<file path="src/rtl/core/masg_pkg.sv">
// Shared types, reset values and tables for the altitude setpoint generator.
package masg_pkg;

    localparam logic [13:0] CLIMB_RESET     = 14'd3000;
    localparam logic [13:0] DESCENT_RESET   = 14'd1000;
    localparam logic [12:0] YAW_RATE_RESET  = 13'd3491;
    localparam logic [13:0] HOLD_THR_RESET  = 14'd200;

    localparam logic [3:0] REG_CLIMB    = 4'd0;
    localparam logic [3:0] REG_DESCENT  = 4'd1;
    localparam logic [3:0] REG_YAW_RATE = 4'd2;
    localparam logic [3:0] REG_HOLD_THR = 4'd3;

    localparam int CORDIC_STEPS = 16;
    localparam int ROOT_STEPS   = 17;
    localparam int DIV_STEPS    = 17;

    typedef struct packed {
        logic       start;
        logic       rot_step;
        logic       gain;
        logic       square;
        logic       sqrt_init;
        logic       sqrt_step;
        logic       div_load_x;
        logic       div_load_y;
        logic       div_step;
        logic       load_out;
        logic [4:0] iter;
    } masg_cmd_t;

    typedef struct packed {
        logic need_norm;
    } masg_status_t;

    function automatic logic signed [33:0] atan_entry(input logic [3:0] idx);
        case (idx)
            4'd0:    atan_entry = 34'sd536870912;
            4'd1:    atan_entry = 34'sd316933406;
            4'd2:    atan_entry = 34'sd167458907;
            4'd3:    atan_entry = 34'sd85004756;
            4'd4:    atan_entry = 34'sd42667331;
            4'd5:    atan_entry = 34'sd21354465;
            4'd6:    atan_entry = 34'sd10679838;
            4'd7:    atan_entry = 34'sd5340245;
            4'd8:    atan_entry = 34'sd2670163;
            4'd9:    atan_entry = 34'sd1335087;
            4'd10:   atan_entry = 34'sd667544;
            4'd11:   atan_entry = 34'sd333772;
            4'd12:   atan_entry = 34'sd166886;
            4'd13:   atan_entry = 34'sd83443;
            4'd14:   atan_entry = 34'sd41722;
            default: atan_entry = 34'sd20861;
        endcase
    endfunction

endpackage

</file>
<file path="src/rtl/core/masg_ctrl.sv">
// Sequencer for the setpoint generator: steps the datapath through one tick.
module masg_ctrl (
    input  logic                  clk,
    input  logic                  rst_n,
    input  logic                  in_valid,
    output logic                  in_stall,
    output logic                  out_valid,
    input  logic                  out_stall,
    input  masg_pkg::masg_status_t status,
    output masg_pkg::masg_cmd_t   cmd
);
    import masg_pkg::*;

    localparam logic [3:0] S_IDLE = 4'd0;
    localparam logic [3:0] S_ROT  = 4'd1;
    localparam logic [3:0] S_GAIN = 4'd2;
    localparam logic [3:0] S_SQ   = 4'd3;
    localparam logic [3:0] S_CHK  = 4'd4;
    localparam logic [3:0] S_SQRT = 4'd5;
    localparam logic [3:0] S_DLX  = 4'd6;
    localparam logic [3:0] S_DX   = 4'd7;
    localparam logic [3:0] S_DLY  = 4'd8;
    localparam logic [3:0] S_DY   = 4'd9;
    localparam logic [3:0] S_FIN  = 4'd10;

    logic [3:0] state_reg, state_next;
    logic [4:0] cnt_reg, cnt_next;
    logic       out_valid_reg, out_valid_next;
    logic       accept;
    logic       out_free;

    assign in_stall  = (state_reg != S_IDLE);
    assign accept    = in_valid && !in_stall;
    assign out_valid = out_valid_reg;
    assign out_free  = !out_valid_reg || !out_stall;

    always_comb
    begin
        state_next     = state_reg;
        cnt_next       = cnt_reg;
        out_valid_next = out_valid_reg && out_stall;
        cmd            = '0;
        cmd.iter       = cnt_reg;
        case (state_reg)
            S_IDLE:
            begin
                if (accept)
                begin
                    cmd.start  = 1'b1;
                    cnt_next   = 5'd0;
                    state_next = S_ROT;
                end
            end
            S_ROT:
            begin
                cmd.rot_step = 1'b1;
                cnt_next     = cnt_reg + 5'd1;
                if (cnt_reg == 5'(CORDIC_STEPS - 1))
                begin
                    state_next = S_GAIN;
                end
            end
            S_GAIN:
            begin
                cmd.gain   = 1'b1;
                state_next = S_SQ;
            end
            S_SQ:
            begin
                cmd.square = 1'b1;
                state_next = S_CHK;
            end
            S_CHK:
            begin
                cmd.sqrt_init = 1'b1;
                cnt_next      = 5'd0;
                state_next    = status.need_norm ? S_SQRT : S_FIN;
            end
            S_SQRT:
            begin
                cmd.sqrt_step = 1'b1;
                cnt_next      = cnt_reg + 5'd1;
                if (cnt_reg == 5'(ROOT_STEPS - 1))
                begin
                    state_next = S_DLX;
                end
            end
            S_DLX:
            begin
                cmd.div_load_x = 1'b1;
                cnt_next       = 5'd0;
                state_next     = S_DX;
            end
            S_DX:
            begin
                cmd.div_step = 1'b1;
                cnt_next     = cnt_reg + 5'd1;
                if (cnt_reg == 5'(DIV_STEPS - 1))
                begin
                    state_next = S_DLY;
                end
            end
            S_DLY:
            begin
                cmd.div_load_y = 1'b1;
                cnt_next       = 5'd0;
                state_next     = S_DY;
            end
            S_DY:
            begin
                cmd.div_step = 1'b1;
                cnt_next     = cnt_reg + 5'd1;
                if (cnt_reg == 5'(DIV_STEPS - 1))
                begin
                    state_next = S_FIN;
                end
            end
            S_FIN:
            begin
                // hold the finished result until the output register frees up
                if (out_free)
                begin
                    cmd.load_out   = 1'b1;
                    out_valid_next = 1'b1;
                    state_next     = S_IDLE;
                end
            end
            default:
            begin
                state_next = S_IDLE;
            end
        endcase
    end

    always_ff @(posedge clk or negedge rst_n)
    begin
        if (!rst_n)
        begin
            state_reg     <= S_IDLE;
            cnt_reg       <= 5'd0;
            out_valid_reg <= 1'b0;
        end
        else
        begin
            state_reg     <= state_next;
            cnt_reg       <= cnt_next;
            out_valid_reg <= out_valid_next;
        end
    end

    a_start_rot: assert property (@(posedge clk) disable iff (!rst_n)
        accept |=> state_reg == S_ROT)
        else $error("accepted tick did not start rotation");

    a_rot_count: assert property (@(posedge clk) disable iff (!rst_n)
        state_reg == S_ROT |-> cnt_reg < 5'(CORDIC_STEPS))
        else $error("rotation step count overran");

    a_fin_wait: assert property (@(posedge clk) disable iff (!rst_n)
        (state_reg == S_FIN && out_valid_reg && out_stall) |=> state_reg == S_FIN)
        else $error("result overwrote a pending output");

    a_load_idle: assert property (@(posedge clk) disable iff (!rst_n)
        cmd.load_out |=> (state_reg == S_IDLE && out_valid_reg))
        else $error("output load without valid");

endmodule

</file>
<file path="config.mk">
export PLATFORM = sky130hd
export DESIGN_NAME = masg_ctrl
export DESIGN_NICKNAME = d
export VERILOG_FILES = /design/src/rtl/core/masg_pkg.sv /design/src/rtl/core/masg_ctrl.sv
export SDC_FILE = /design/constraint.sdc
export NUM_CORES = 1
export LEC_CHECK = 0
export BUFFER_PORTS_ARGS = -buffer_cell sky130_fd_sc_hd__buf_4
export CORE_MARGIN = 2
export CORE_UTILIZATION = 53
export CTS_CLUSTER_SIZE = 10
export DETAILED_ROUTE_END_ITERATION = 10
export PLACE_DENSITY = 0.8
export SLEW_MARGIN = 15
export SYNTH_ARGS = -nofsm -noshare
export SYNTH_HDL_FRONTEND = slang
export SYNTH_SLANG_ARGS = --single-unit
</file>
<file path="constraint.sdc">
create_clock -name clk -period 4.2 [get_ports clk]
set_clock_uncertainty 0.05 [all_clocks]
set_input_delay 0.42 -clock clk [delete_from_list [all_inputs] [get_ports clk]]
set_output_delay 0.42 -clock clk [all_outputs]
set_load 0.01 [all_outputs]
</file>
==> flow_summary.ini, run 1 <==
[finish]
fin_area_um2 = 935
most-common-layout-cells = 21 x buf_4, 10 x dfrtp_1, 9 x nor2_1, 9 x nand2_1, 7 x o21ai_0
fin_nets = 117
nFillCells = 111
antenna_cells = 0
final_layout_size_suffix_gt1_share_pct = 26.9
final_cells = 123
layout_commonest_cell = buf_4
area_delta_synth_final_pct = 23.9
largest_register_ffs = 5

[synthesis]
synth_top_area_share_pct = 33.2
syn_area_per_cell_um2 = 8.57
synth-seq-cells = 10
synthDistinctLibCells = 34
synth.top_cells.by_area = dfrtp_1 33%, ha_1 5.0%, o21ai_0 4.6%, nand2_1 4.5%, nor2_1 4.5%
ys_seq_area_share_pct = 33.2
yosysTopAreaCell = dfrtp_1
syn_nets = 96
ys_warn_count = 0
syn_area_um2 = 754
synthCells = 88

[detailed_routing]
drt-total-wl_um = 1730
drc = 0
viasPerCell = 5.81
post_drt_wl_per_cell_um = 14.1
first_pass_iters = 4
vias = 715
ant_nets = 0
drtIter0Drc = 17

[worst_setup_path]
critical_path_arrival_ns = 2.11
crit_chain = ha_1, and3_1, ha_1, mux2_4, o311a_4, a22o_1
r2r_slack_ns = 2.20
required_ns = 4.31
end_kind = flip-flop
startpoint_type = flip-flop
reg2reg_from = cnt_reg[0]
crit_family = compound AO/OA/AOI/OAI gates
cp_slowest_cell = dfrtp_1
worstRegToRegCells = 6
cp_num_buf_inv = 0
worstPathMaxFanout = 6
critical_path_class = reg -> reg
cp_common_cell = ha_1
reg2reg_to = state_reg[3]
max_stage_delay_ns = 0.43

[min_path]
min_path_type = in -> reg
min_from = out_stall
hold_depth = 3
min_to = out_valid

[pwr]
peakVddDrop_v = 0.000427
power.total_mw = 0.684
p_leak_nw = 0.461
power_density_nw_per_um2 = 731

[floorplan]
die_h_um = 41.7
fp.dieW_um = 41.7
row_count = 13
dieArea_um2 = 1740
start_util_pct = 57.3
fp.coreArea_um2 = 1320
io_pins = 22

[placement]
pre_cts_ws_ns = 2.25
portBuffers = 21
post-place-cells = 118
hpwl_um = 1170
place_area_um2 = 888
gp_congestion = 0.800

[global_routing]
grtUsageTotal_pct = 21.3
grt_max_degree = 19
grt_pass1_wl_um = 2800
antenna_found_initial = 0
grt.overflow.total = 0
grt_pass1_vias = 614

[job]
max-cap-violations = 0

[clock_tree]
clk_path_buf_depth = 2
h-tree-depth = 1
cts.sink_count = 10
numCtsBuffers = 3
cts_tree = done
post_cts_buffers = 0
clk_latency_ns = 0.27
clk_transition_reported_paths_ns = 0.06
post_cts_resized = 0
cts-root-buf = clkbuf_4
hold_buffers = 1

[sta]
worst-slew-pin-transition_ns = 0.568
setup_slack_ns = 2.20
rsz0062_at_grt = no
slew_headroom_pct = 62.1
slew_viol_final = 0
timing.fmax_ghz = 0.500
hold_violations = 0
setup_violations = 0
final.period_utilization_pct = 47.6
finalCriticalPeriod_ns = 2.00
fin_setup_tns_ns = 0

[status]
status = finished, final reports clean
## per-layer routing
| layer | GRT usage [%] | part of all wire, % |
|---|---|---|
| met4 | 12.3 | 3.6 |
| met3 | 3.91 | 4.8 |
| met5 | 0 | 0 |
| met1 | 28.9 | 46 |
| met2 | 31.6 | 45 |
## power breakdown
part           internal, mW  switching (mW)
clock network        0.0527          0.0347
registers             0.131          0.0962
logic                 0.192           0.177
## worst reg2reg max path: cells and delay by family, from the launching register on
kind / cells / cell delay, ns
AO/OA/AOI/OAI: 2 / 0.53
adder cells (fa/ha/maj): 2 / 0.43
flip-flops: 1 / 0.43
multiplexers: 1 / 0.26
AND/OR/NAND/NOR: 1 / 0.19
## logic make-up (layout without fill, tap and decap cells)
| family | count (synthesis) | count (layout) | synth area share (%) |
|---|---|---|---|
| compound gates | 24 | 24 | 22.9 |
| xor+xnor | 2 | 2 | 2.32 |
| fa+ha+maj | 3 | 3 | 4.98 |
| buf+inv | 11 | 31 | 8.13 |
| flops | 10 | 10 | 33.2 |
| mux | 2 | 2 | 3.32 |
| simple gates | 36 | 36 | 25.2 |
## how the worst max path moves through the flow
stage	startpoint	endpoint	cells after the start
floorplan	cnt_reg[0]	state_reg[3]	6
global placement	cnt_reg[0]	state_reg[3]	6
detailed placement	cnt_reg[0]	state_reg[3]	6
CTS	cnt_reg[0]	state_reg[3]	6
global route	state_reg[0]	cmd[5]	3
finish	cnt_reg[0]	state_reg[3]	6
## through the flow
stage	hold WS (ns)	util [%]
floorplan	0.0744	-
global placement	0.208	67.4
detailed placement	0.209	67.4
CTS	0.331	70.9
global route	0.339	70.9
finish	0.323	70.9
## Yosys cell counts
master	n
a32o_1	1
mux2_4	1
or2_1	1
a21oi_1	5
clkbuf_1	2
and2_1	1
and3_1	4
a21boi_0	1
buf_4	1
o22ai_1	2
a211oi_1	1
buf_2	1
o21a_1	1
o21ai_0	7
nor3b_1	1
nor2_1	9
nor2b_1	1
nand2_1	9
or2_4	1
o211ai_1	1
nand2b_1	4
o31ai_2	1
inv_1	5
nand4bb_1	2
o22a_1	1
o311a_4	1
dfrtp_1	10
a22o_1	2
buf_6	2
nor3_1	2
nand3_1	1
xor2_1	2
ha_1	3
mux2i_1	1
## final cells by class
class / instances / area (um^2) / area share [%]
clock buffer: 4 / 36.3 / 3.88
inverter: 5 / 18.8 / 2.01
multi-input combinational: 67 / 443 / 47.4
sequential: 10 / 250 / 26.8
tap: 15 / 18.8 / 2.01
timing repair buffer: 22 / 168 / 17.9
Note: power is estimated with default switching activity, not from simulation.
==> inputs of run 2 (changes only) <==
Settings changed: ABC_AREA set to 1, CORE_UTILIZATION 53 to 44, PLACE_DENSITY 0.8 to 0.71.
Clock period 4.2 ns to 1.8 ns, I/O delays scaled along.
==> flow_summary.ini, run 2 <==
[clock_tree]
cts.sink_count = 10
post_cts_buffers = 0
cts-root-buf = clkbuf_4
clk_latency_ns = 0.26
cts_tree = done
clk_path_buf_depth = 2
clk_transition_reported_paths_ns = 0.06
hold_buffers = 1
h-tree-depth = 1
numCtsBuffers = 3
post_cts_resized = 0

[status]
status = finished, final reports clean

[floorplan]
start_util_pct = 48.4
fp.dieW_um = 45.2
row_count = 14
dieArea_um2 = 2040
io_pins = 22
fp.coreArea_um2 = 1540
die_h_um = 45.2

[detailed_routing]
first_pass_iters = 4
vias = 810
met3_length_um = 127
ant_nets = 0
drt-total-wl_um = 1840
drt-met1-wl_um = 771
drc = 0
top_layer_used = met4
wl_met2_um = 922
drtIter0Drc = 15
viasPerCell = 5.29
post_drt_wl_per_cell_um = 12.0

[synthesis]
synth.top_cells.by_area = dfrtp_1 34%, nand2_1 14%, nor2_1 8.6%, nand3_1 8.1%, inv_1 6.0%
synth-edff-count = 0
synthCells = 112
synthTopCellsByCount = 28 x nand2_1, 17 x nor2_1, 12 x inv_1, 12 x nand3_1, 10 x dfrtp_1
synth-seq-cells = 10
synthArstFlopShare_pct = 100
yosysMostFrequentCell = nand2_1
ys.flop_type = dfrtp_1
synth_top_area_share_pct = 33.6
syn_nets = 120
ys_seq_area_share_pct = 33.6
syn_area_per_cell_um2 = 6.66
ys_warn_count = 0
yosysTopAreaCell = dfrtp_1
syn_area_um2 = 746
synthDistinctLibCells = 19

[sta]
hold_violations = 0
setup_slack_ns = 0.157
fin_setup_tns_ns = 0
final.period_utilization_pct = 91.3
setup_violations = 0
rsz0062_at_grt = no
fin_hold_ws_ns = 0.101
timing.fmax_ghz = 0.609
slew_headroom_pct = 81.8
finalCriticalPeriod_ns = 1.64
worst-slew-pin-transition_ns = 0.273
slew_viol_final = 0

[finish]
most-common-layout-cells = 28 x nand2_1, 21 x buf_4, 17 x nor2_1, 12 x inv_1, 12 x nand3_1
final_cells = 153
fin_area_um2 = 956
layout_commonest_cell = nand2_1
antenna_cells = 0
nFillCells = 159
final_layout_size_suffix_gt1_share_pct = 29.9
fin_nets = 147
post-route-util_pct = 62.0
area_delta_synth_final_pct = 28.2
largest_register_ffs = 5

[placement]
hpwl_um = 1460
pre_cts_ws_ns = 0.307
gp_congestion = 0.883
portBuffers = 21
place_area_um2 = 923
post-place-cells = 149

[worst_setup_path]
worstPathMaxFanout = 6
startpoint_type = flip-flop
worstRegToRegCells = 9
required_ns = 1.57
end_kind = primary output
critical_path_class = reg -> out
critical_path_arrival_ns = 1.41

[pwr]
p_seq_share_pct = 28.3
p_switching_mw = 0.701
combinationalPowerShare_pct = 61.5
power.total_mw = 1.42
peakVddDrop_v = 0.000650
clkPwrFrac_pct = 10.2
switching_share_pct = 49.4
p_int_mw = 0.720
power_density_nw_per_um2 = 1490
p_leak_nw = 0.541

[min_path]
hold_depth = 3
min_path_type = in -> reg

[global_routing]
grt_pass1_vias = 749
grtUsageTotal_pct = 21.6
grt.overflow.total = 0
grt_pass1_wl_um = 3190
antenna_found_initial = 0
grt_max_degree = 11

[job]
max-cap-violations = 0
-- run 2: cell count changes after synthesis, moves of 5 or more --
cell	delta
nor2_2	+5
a21oi_1	-5
nor2_1	+8
inv_1	+7
nand3_1	+11
o21ai_1	+5
inv_2	+6
nand2_1	+19
-- run 2: layout make-up --
type,instances,area [um^2],share of cell area [%]
Multi-Input combinational cell,84,428,44.8
Sequential cell,10,250,26.2
Timing Repair Buffer,22,168,17.5
Inverter,18,67.6,7.07
Clock buffer,3,22.5,2.36
Tap cell,16,20.0,2.09
-- run 2: worst max-delay path, cell delays in order (launching register included) --
cell and delay [ns]:
dfrtp_1 0.46, inv_2 0.14, nand2_4 0.09, nor2_1 0.16
inv_2 0.07, o21ai_0 0.08, buf_4 0.15
-- run 2: cells by family after synthesis --
group	synth area share [%]
flops	33.6
compound gates	9.40
simple gates	43.0
buf+inv	9.06
fa+ha+maj	5.03
-- run 2: worst paths after layout --
kind                               from      endpoint  slack (ns)
max in group asynchronous         rst_n  state_reg[1]        1.32
max reg2reg                  cnt_reg[1]  state_reg[1]        0.29
min                           out_stall     out_valid        0.10
min reg2reg                   out_valid     out_valid        0.46
min in group asynchronous         rst_n    cnt_reg[3]        0.24
max                        state_reg[3]        cmd[6]        0.16
-- run 2: layer usage --
layer / global-route usage (%) / vias up
met5: 0 / -
met4: 11.2 / 0
met3: 3.20 / 2
met2: 33.4 / 30
met1: 29.1 / 368
li1: - / 410
-- run 2: power by group through the flow --
| stage | sequential [mW] | clock [mW] | combinational (mW) |
|---|---|---|---|
| 3_5_place_dp | 0.403 | 0 | 0.867 |
| 3_3_place_gp | 0.398 | 0 | 0.864 |
| 6_report | 0.402 | 0.145 | 0.874 |
| 4_1_cts | 0.400 | 0.150 | 0.876 |
| 5_1_grt | 0.410 | 0.159 | 0.994 |
| 2_1_floorplan | 0.395 | 0 | 0.583 |
==> inputs of run 3 (changes only) <==
Settings changed: BUFFER_PORTS_ARGS -buffer_cell sky130_fd_sc_hd__buf_4 to unset, CORE_UTILIZATION 44 to 54, DONT_BUFFER_PORTS set to 1, REMOVE_ABC_BUFFERS set to 1.
==> flow_summary.ini, run 3 (same netlist as run 2, synthesis figures left out) <==
[finish]
area_delta_synth_final_pct = 10.1
final_layout_size_suffix_gt1_share_pct = 17.8
antenna_cells = 0
fin_nets = 127
most-common-layout-cells = 28 x nand2_1, 17 x nor2_1, 12 x inv_1, 12 x nand3_1, 10 x dfrtp_1
layout_commonest_cell = nand2_1
largest_register_ffs = 5
fin_area_um2 = 821
final_cells = 133

[sta]
fin_setup_tns_ns = 0
setup_violations = 0
slew_headroom_pct = 70.0
worst-slew-pin-transition_ns = 0.448
fin_hold_ws_ns = 0.137
timing.fmax_ghz = 0.641
final.period_utilization_pct = 86.7
hold_violations = 0
slew_viol_final = 0
rsz0062_at_grt = no
finalCriticalPeriod_ns = 1.56
setup_slack_ns = 0.239

[clock_tree]
cts.sink_count = 10
h-tree-depth = 1
post_cts_resized = 0
clk_path_buf_depth = 2
clk_latency_ns = 0.26
clk_transition_reported_paths_ns = 0.06
numCtsBuffers = 3
cts-root-buf = clkbuf_4
cts_tree = done

[worst_setup_path]
critical_path_class = reg -> out
worstPathMaxFanout = 6
required_ns = 1.57
startpoint_type = flip-flop
end_kind = primary output
critical_path_arrival_ns = 1.33

[detailed_routing]
viasPerCell = 5.27
first_pass_iters = 4
drtIter0Drc = 12
drt-total-wl_um = 1600
post_drt_wl_per_cell_um = 12.0
ant_nets = 0
drc = 0
vias = 701

[global_routing]
antenna_found_initial = 0
grt_pass1_vias = 571
grt_pass1_wl_um = 2330
grt.overflow.total = 0
grt_max_degree = 11
grtUsageTotal_pct = 22.0

[floorplan]
fp.coreArea_um2 = 1300
fp.dieW_um = 41.2
io_pins = 22
dieArea_um2 = 1690
start_util_pct = 57.3
die_h_um = 41.2
row_count = 13

[min_path]
min_path_type = in -> reg

[placement]
place_area_um2 = 764
gp_congestion = 0.744
portBuffers = 0
hpwl_um = 1300
pre_cts_ws_ns = 0.257
post-place-cells = 127

[job]
max-cap-violations = 0

[pwr]
peakVddDrop_v = 0.000813
power_density_nw_per_um2 = 1610
p_leak_nw = 0.444

[status]
status = finished, final reports clean
## run 3: cell types whose count changed in the layout (fill, tap and decap cells not counted)
| cell | delta |
|---|---|
| dlygate4sd3_1 | +1 |
| buf_4 | -21 |
| clkbuf_8 | +1 |
## run 3: cell type report
cell class	count	area, um^2
Inverter	18	67.6
Sequential cell	10	250
Timing Repair Buffer	2	20.0
Fill cell	122	480
Multi-Input combinational cell	84	428
Clock buffer	4	36.3
Tap cell	15	18.8
## run 3: critical path: stages (launching register included)
cell and delay, ns:
dfrtp_1 0.44, inv_2 0.14, nand2_4 0.09, nor2_1 0.17
inv_2 0.07, o21ai_0 0.16
## run 3: stage by stage
stage / utilization, % / power, mW
3_5_place_dp: 58.8 / 1.12
6_report: 63.1 / 1.32
3_3_place_gp: 58.8 / 1.11
2_1_floorplan: - / 0.978
4_1_cts: 62.3 / 1.33
5_1_grt: 63.1 / 1.45
## run 3: final timing paths
kind / startpoint / endpoint / slack (ns) / depth (start not counted)
worst max-delay path: state_reg[3] / cmd[6] / 0.24 / 5
worst min-delay path: status / state_reg[0] / 0.14 / 4
worst max register to register: cnt_reg[0] / state_reg[0] / 0.24 / 9
worst min register to register: out_valid / out_valid / 0.53 / 2
max in group asynchronous: rst_n / state_reg[1] / 1.14 / 1
min in group asynchronous: rst_n / out_valid / 0.25 / 1
## run 3: layer usage
| layer | track usage (%) | vias to the layer above | share of wire [%] |
|---|---|---|---|
| li1 | - | 368 | - |
| met1 | 24.6 | 302 | 43 |
| met2 | 38.3 | 27 | 50 |
| met3 | 4.89 | 4 | 5.9 |
| met4 | 12.1 | 0 | 1.4 |
| met5 | 0 | - | 0 |
## run 3: report_power, final
| part | total [mW] | switching [mW] | internal (mW) |
|---|---|---|---|
| combinational | 0.707 | 0.479 | 0.228 |
| clock | 0.195 | 0.0726 | 0.123 |
| sequential | 0.419 | 0.125 | 0.295 |
## run 3: timing repair
item                                    4_1_cts  5_1_grt
endpoints found under the hold margin        10        1
hold buffers                                  1        1
endpoints found under the setup margin        0        0
setup buffers                                 0        0
